--- src/rtl/core/stlb_pkg.sv ---
package stlb_pkg;

  localparam int unsigned TABLE_DEPTH_DEF = 1024;
  localparam int unsigned IDX_W           = 10;
  localparam int unsigned LEN_W           = 11;
  localparam int unsigned VAL_W           = 32;

  typedef enum logic {
    ACT_LOAD  = 1'b0,
    ACT_QUERY = 1'b1
  } action_t;

  typedef struct packed {
    action_t           action;
    logic [IDX_W-1:0]  entry_index;
    logic [VAL_W-1:0]  value;
  } cmd_t;

  // IEEE a >= b; false when either is NaN, -0 equals +0
  function automatic logic fp_ge(input logic [31:0] a, input logic [31:0] b);
    logic a_nan;
    logic b_nan;
    logic a_zero;
    logic b_zero;
    logic res;
    a_nan  = (a[30:23] == 8'hFF) && (a[22:0] != 23'd0);
    b_nan  = (b[30:23] == 8'hFF) && (b[22:0] != 23'd0);
    a_zero = (a[30:0] == 31'd0);
    b_zero = (b[30:0] == 31'd0);
    if (a_nan || b_nan) begin
      res = 1'b0;
    end else if (a_zero && b_zero) begin
      res = 1'b1;
    end else if (a[31] != b[31]) begin
      res = b[31];
    end else if (!a[31]) begin
      res = (a[30:0] >= b[30:0]);
    end else begin
      res = (a[30:0] <= b[30:0]);
    end
    return res;
  endfunction

endpackage

--- src/rtl/core/stlb_front.sv ---
module stlb_front (
  input  logic           clk,
  input  logic           rst_n,
  input  logic           in_valid,
  output logic           in_ready,
  input  stlb_pkg::cmd_t in_cmd,
  output logic           q_valid,
  input  logic           q_ready,
  output stlb_pkg::cmd_t q_cmd
);
  import stlb_pkg::*;

  // two-entry queue
  cmd_t       mem_r [2];
  logic       wp_r;
  logic       rp_r;
  logic [1:0] cnt_r;
  logic       push;
  logic       pop;

  assign in_ready = (cnt_r != 2'd2);
  assign q_valid  = (cnt_r != 2'd0);
  assign q_cmd    = mem_r[rp_r];
  assign push     = in_valid && in_ready;
  assign pop      = q_valid && q_ready;

  always_ff @(posedge clk) begin
    if (push) begin
      mem_r[wp_r] <= in_cmd;
    end
    if (!rst_n) begin
      wp_r  <= 1'b0;
      rp_r  <= 1'b0;
      cnt_r <= 2'd0;
    end else begin
      if (push) wp_r <= ~wp_r;
      if (pop)  rp_r <= ~rp_r;
      cnt_r <= cnt_r + {1'b0, push} - {1'b0, pop};
    end
  end

  assert property (@(posedge clk) disable iff (!rst_n) cnt_r != 2'd3)
    else $error("queue count overflow");
  assert property (@(posedge clk) disable iff (!rst_n)
    (cnt_r == 2'd2 && !pop) |=> cnt_r == 2'd2)
    else $error("full queue lost an item");
  assert property (@(posedge clk) disable iff (!rst_n)
    (cnt_r == 2'd0) |-> !pop)
    else $error("pop from empty queue");
endmodule

--- config.mk ---
export PLATFORM = sky130hd
export DESIGN_NAME = stlb_front
export DESIGN_NICKNAME = d
export VERILOG_FILES = /design/src/rtl/core/stlb_pkg.sv /design/src/rtl/core/stlb_front.sv
export SDC_FILE = /design/constraint.sdc
export NUM_CORES = 1
export LEC_CHECK = 0
export ABC_AREA = 1
export BUFFER_PORTS_ARGS = -buffer_cell sky130_fd_sc_hd__buf_2
export CAP_MARGIN = 20
export CORE_MARGIN = 1.5
export CORE_UTILIZATION = 50
export DETAILED_ROUTE_END_ITERATION = 16
export PLACE_DENSITY = 0.8
export SYNTH_ARGS = -nofsm -noshare
export SYNTH_HDL_FRONTEND = slang
export SYNTH_SLANG_ARGS = --single-unit
--- constraint.sdc ---
create_clock -name clk -period 5.1 [get_ports clk]
set_input_delay 0.255 -clock clk [delete_from_list [all_inputs] [get_ports clk]]
set_output_delay 0.255 -clock clk [all_outputs]
set_load 0.01 [all_outputs]
Yosys cells after proc, flatten, opt, wreduce, memory -nomap -nowiden:

Memory sizes are Yosys's and may differ from the RTL's. A register that Yosys moved wholly into a read port is not among the register bits.
Cells that the tools add are included.

* flip-flop bits (word level): 4
* bits in writable memories: 86
* bits of input ports: 47
* word-level logic and storage cells: 16
* memories: 1

Memories
* mem_r: depth 2, bits a word 43, rd ports 1, clocked after Yosys merged registers in 1, wr ports 1, line stlb_front.sv:14 `cmd_t mem_r [2];`

* add/sub/neg operators: 2
* equality and inequality tests: 1
* multiplexer cells: 4
* bitwise operators: 2
* reductions and logical operators: 3

Operators by type and width (count)
* $mux W1: 4
* $add A2 B1 Y2: 1
* $logic_and A1 B1 Y1: 2
* $ne A2 B2 Y1 const B: 1
* $not A1 Y1: 2
* $reduce_bool A2 Y1: 1
* $sub A2 B1 Y2: 1

Logic depth before layout (Yosys ltp):

* word-level depth: 4
* depth in mapped cells: 11
* mapped depth without buffers: 11

Least setup slack after synthesis:

Ideal clock, no wire load.

* path kind: register to register
* start: reg cnt_r[0]
* end: mem mem_r[0][0] (netlist bit) (enable)
* library setup time: 443 ps
* arrival: 2434 ps
* required time: 4657 ps
* path slack: 2223 ps
* cell stages (with the launch flop): 5
* path buffers: 0
* clock period less this slack: 2877 ps
* path through: dfxtp_1 > inv_1 > nand2_1 > nand2_1 > nor2_1

* word-level cells in the longest chain between the ends: 4

RTL lines
* start: declaration: line stlb_front.sv:17 `logic [1:0] cnt_r;`
* start signal: assignment: line stlb_front.sv:38 `cnt_r <= cnt_r + {1'b0, push} - {1'b0, pop};`
* $ne A2 B2 Y1: line stlb_front.sv:21 `assign in_ready = (cnt_r != 2'd2);`
* named net in_ready: line stlb_front.sv:5 `output logic in_ready,`
* $logic_and A1 B1 Y1: line stlb_front.sv:24 `assign push = in_valid && in_ready;`
* $mux W1: line stlb_front.sv:28 `if (push) begin`
* $mux W1 (not written as such): line stlb_front.sv:29 `mem_r[wp_r] <= in_cmd;`
* end: declaration: line stlb_front.sv:14

The timed path passes the listed nets, and every way through them passes these cells.

==> impl_metrics.yaml <==
global_route:
  grt_pass1_vias: 1755
  grt_overflow: 0
  antenna_found_initial: 0
  grt_pass1_wl_mm: 8.15
  grt_max_degree: 44
  grtUsageTotal: 0.150
timing:
  hold_violations: 0
  skew_ns: 0.00669
  setup_violations: 0
  fin_setup_tns_ns: 0
  relSlewSlack: 0.358
  fmax_ghz: 0.412
  finalCritPeriodShare: 0.475
  min_period_ns: 2.42
  rsz0062_at_grt: "no"
  drv_slew: 0
  tightest_slew_ns: 0.961
clocking:
  ctsHoldBuffers: 0
  cts_tree: "yes"
  clock_latency_ns: 0.34
  cts_max_path_buffers: 2
  root_buffer: "clkbuf_8"
  cts_resized: 0
  clock_sinks: 91
  clk_pin_slew_worst_paths_ns: 0.09
  cts_buffers: 9
  post-cts-setup-buffer-count: 0
  htree_levels: 3
drt:
  postRouteAntennaNets: 0
  post_drt_wl_per_cell_microns: 15.1
  firstDrtPassIters: 4
  via_count: 1754
  wl_mm: 5.60
  viasPerCell: 4.74
  drt_iter0_drc: 86
  drcViolationCount: 0
cells_and_area:
  register_area_sq_um: 2680
  multi_input_area_sq_um: 756
  instances_no_fill: 370
  fill_cells: 535
  drive_above_1_share: 0.558
  layout_common_cells: "buf_2 (91), edfxtp_1 (86), mux2_4 (40)"
  layout_commonest_cell: "buf_2"
  n_antenna_cell: 0
  syn2layout_area_growth_pct: 20.8
  nNetsFinal: 318
pwr:
  power.density_nw_per_um2: 485
  power_switching_mw: 0.541
  p_seq_frac: 0.483
  clock_power_share: 0.266
  max-vdd-ir-drop_uv: 351
  power_leakage_nw: 1.73
  internal_power_mw: 1.54
  p_comb_frac: 0.251
  swShare: 0.260
logic_synthesis:
  ys.warnings.count: 0
  syn_nets: 219
  syn_avg_cell_area_sq_um: 20.9
  ys_ff_latch: 91
  syn-cell-area_sq_um: 3550
  synth.distinct_cells: 12
  synthCells: 170
  seq_area_frac_synth: 0.756
setup_path:
  crit_fanout: 23
  cp-end-kind: "output pin"
  path_cells: "buf_4, mux2_2, buf_2"
  r2r_start: "cnt_r[0]"
  start_kind: "flop"
  worstSetupPathType: "flop to output pin"
  cp.arrival_ns: 2.17
  required_ns: 4.85
  cp_slowest_stage_delay_ns: 0.79
  slowest_stage: "dfxtp_2"
job:
  cap_violations: 0
hold_path:
  min_path_type: "input port to flop"
  hold_start: "in_cmd[11]"
die:
  die_x_microns: 87.2
  rows: 30
  die_area_sq_um: 7610
  core_sq_um: 6830
  ios: 92
  die_h_microns: 87.2
  start_util: 0.519
placement:
  place.detailed.instances: 354
  post-dp-hpwl_mm: 3.70
  port_buffers: 91
  gp_congestion: 0.672
run_status:
  status: "complete, no violations"
[metrics by stage]
stage	hold WS, ns	setup WS, ns	instance area [sq um]	total power [mW]	utilization
final	0.0901	2.68	4290	2.08	0.628
after global routing	0.0721	2.57	4290	2.17	0.628
after CTS	0.0751	2.61	4290	2.10	0.628
after detailed placement	0.446	3.01	4060	1.55	0.594
after global placement	0.442	3.02	4060	1.53	0.594
after floorplan	0.348	2.22	3550	1.41	-
[final timing paths]
path                                     end  cells past startpoint  slack, ns
worst min-delay path            mem_r[0][11]                      1       0.09
worst max-delay path               q_cmd[42]                      3       2.68
worst min register to register          flop                      2       0.51
worst max register to register  mem_r[0][21]                      5       3.15
[registers in the layout (all words and copies together), names as in the netlist, named ones only]
register  count
mem_r        86
cnt_r         2
rp_r          1
wp_r          1
[routing by layer]
layer  share of wire  GRT usage  up-vias
met5               0          0        -
met4           0.018     0.0779        0
met3           0.048     0.0427        8
met2            0.53      0.263       54
met1            0.40      0.166      853
li1                -          -      839
[cell families after synthesis]
group           Yosys count  synth area share
flops                    91             0.756
mux                      43             0.179
simple gates             20            0.0222
buf+inv                  12            0.0331
compound gates            2           0.00282
fa+ha+maj                 2           0.00705
[Yosys cell counts]
cell / n / area, sq um
a21oi_1: 2 / 10.0
buf_12: 4 / 80.1
buf_6: 1 / 11.3
dfxtp_1: 5 / 100
edfxtp_1: 86 / 2580
ha_1: 2 / 25.0
inv_1: 7 / 26.3
mux2_2: 3 / 33.8
mux2_4: 40 / 601
nand2_1: 9 / 33.8
nand3_1: 3 / 15.0
nor2_1: 8 / 30.0
[critical path, delay by kind of cell, from the launching register on]
kind	cells	cell delay, ns
multiplexers	1	0.39
buffers and inverters	2	0.64
flip-flops	1	0.79
[power groups by stage]
stage / Combinational [mW] / Sequential (mW) / Clock, mW
2_1_floorplan: 0.416 / 0.990 / 0
6_report: 0.522 / 1.00 / 0.554
5_1_grt: 0.564 / 1.02 / 0.591
4_1_cts: 0.530 / 1.01 / 0.566
3_3_place_gp: 0.514 / 1.02 / 0
3_5_place_dp: 0.527 / 1.02 / 0
[final cells by class]
cell class | count | area share
Sequential cell | 91 | 0.626
Multi-Input combinational cell | 67 | 0.176
Timing Repair Buffer | 93 | 0.110
Clock buffer | 10 | 0.0298
Tap cell | 96 | 0.0280
Clock inverter | 6 | 0.0242
Inverter | 7 | 0.00613
No activity file was read; power rests on OpenSTA's default activity.
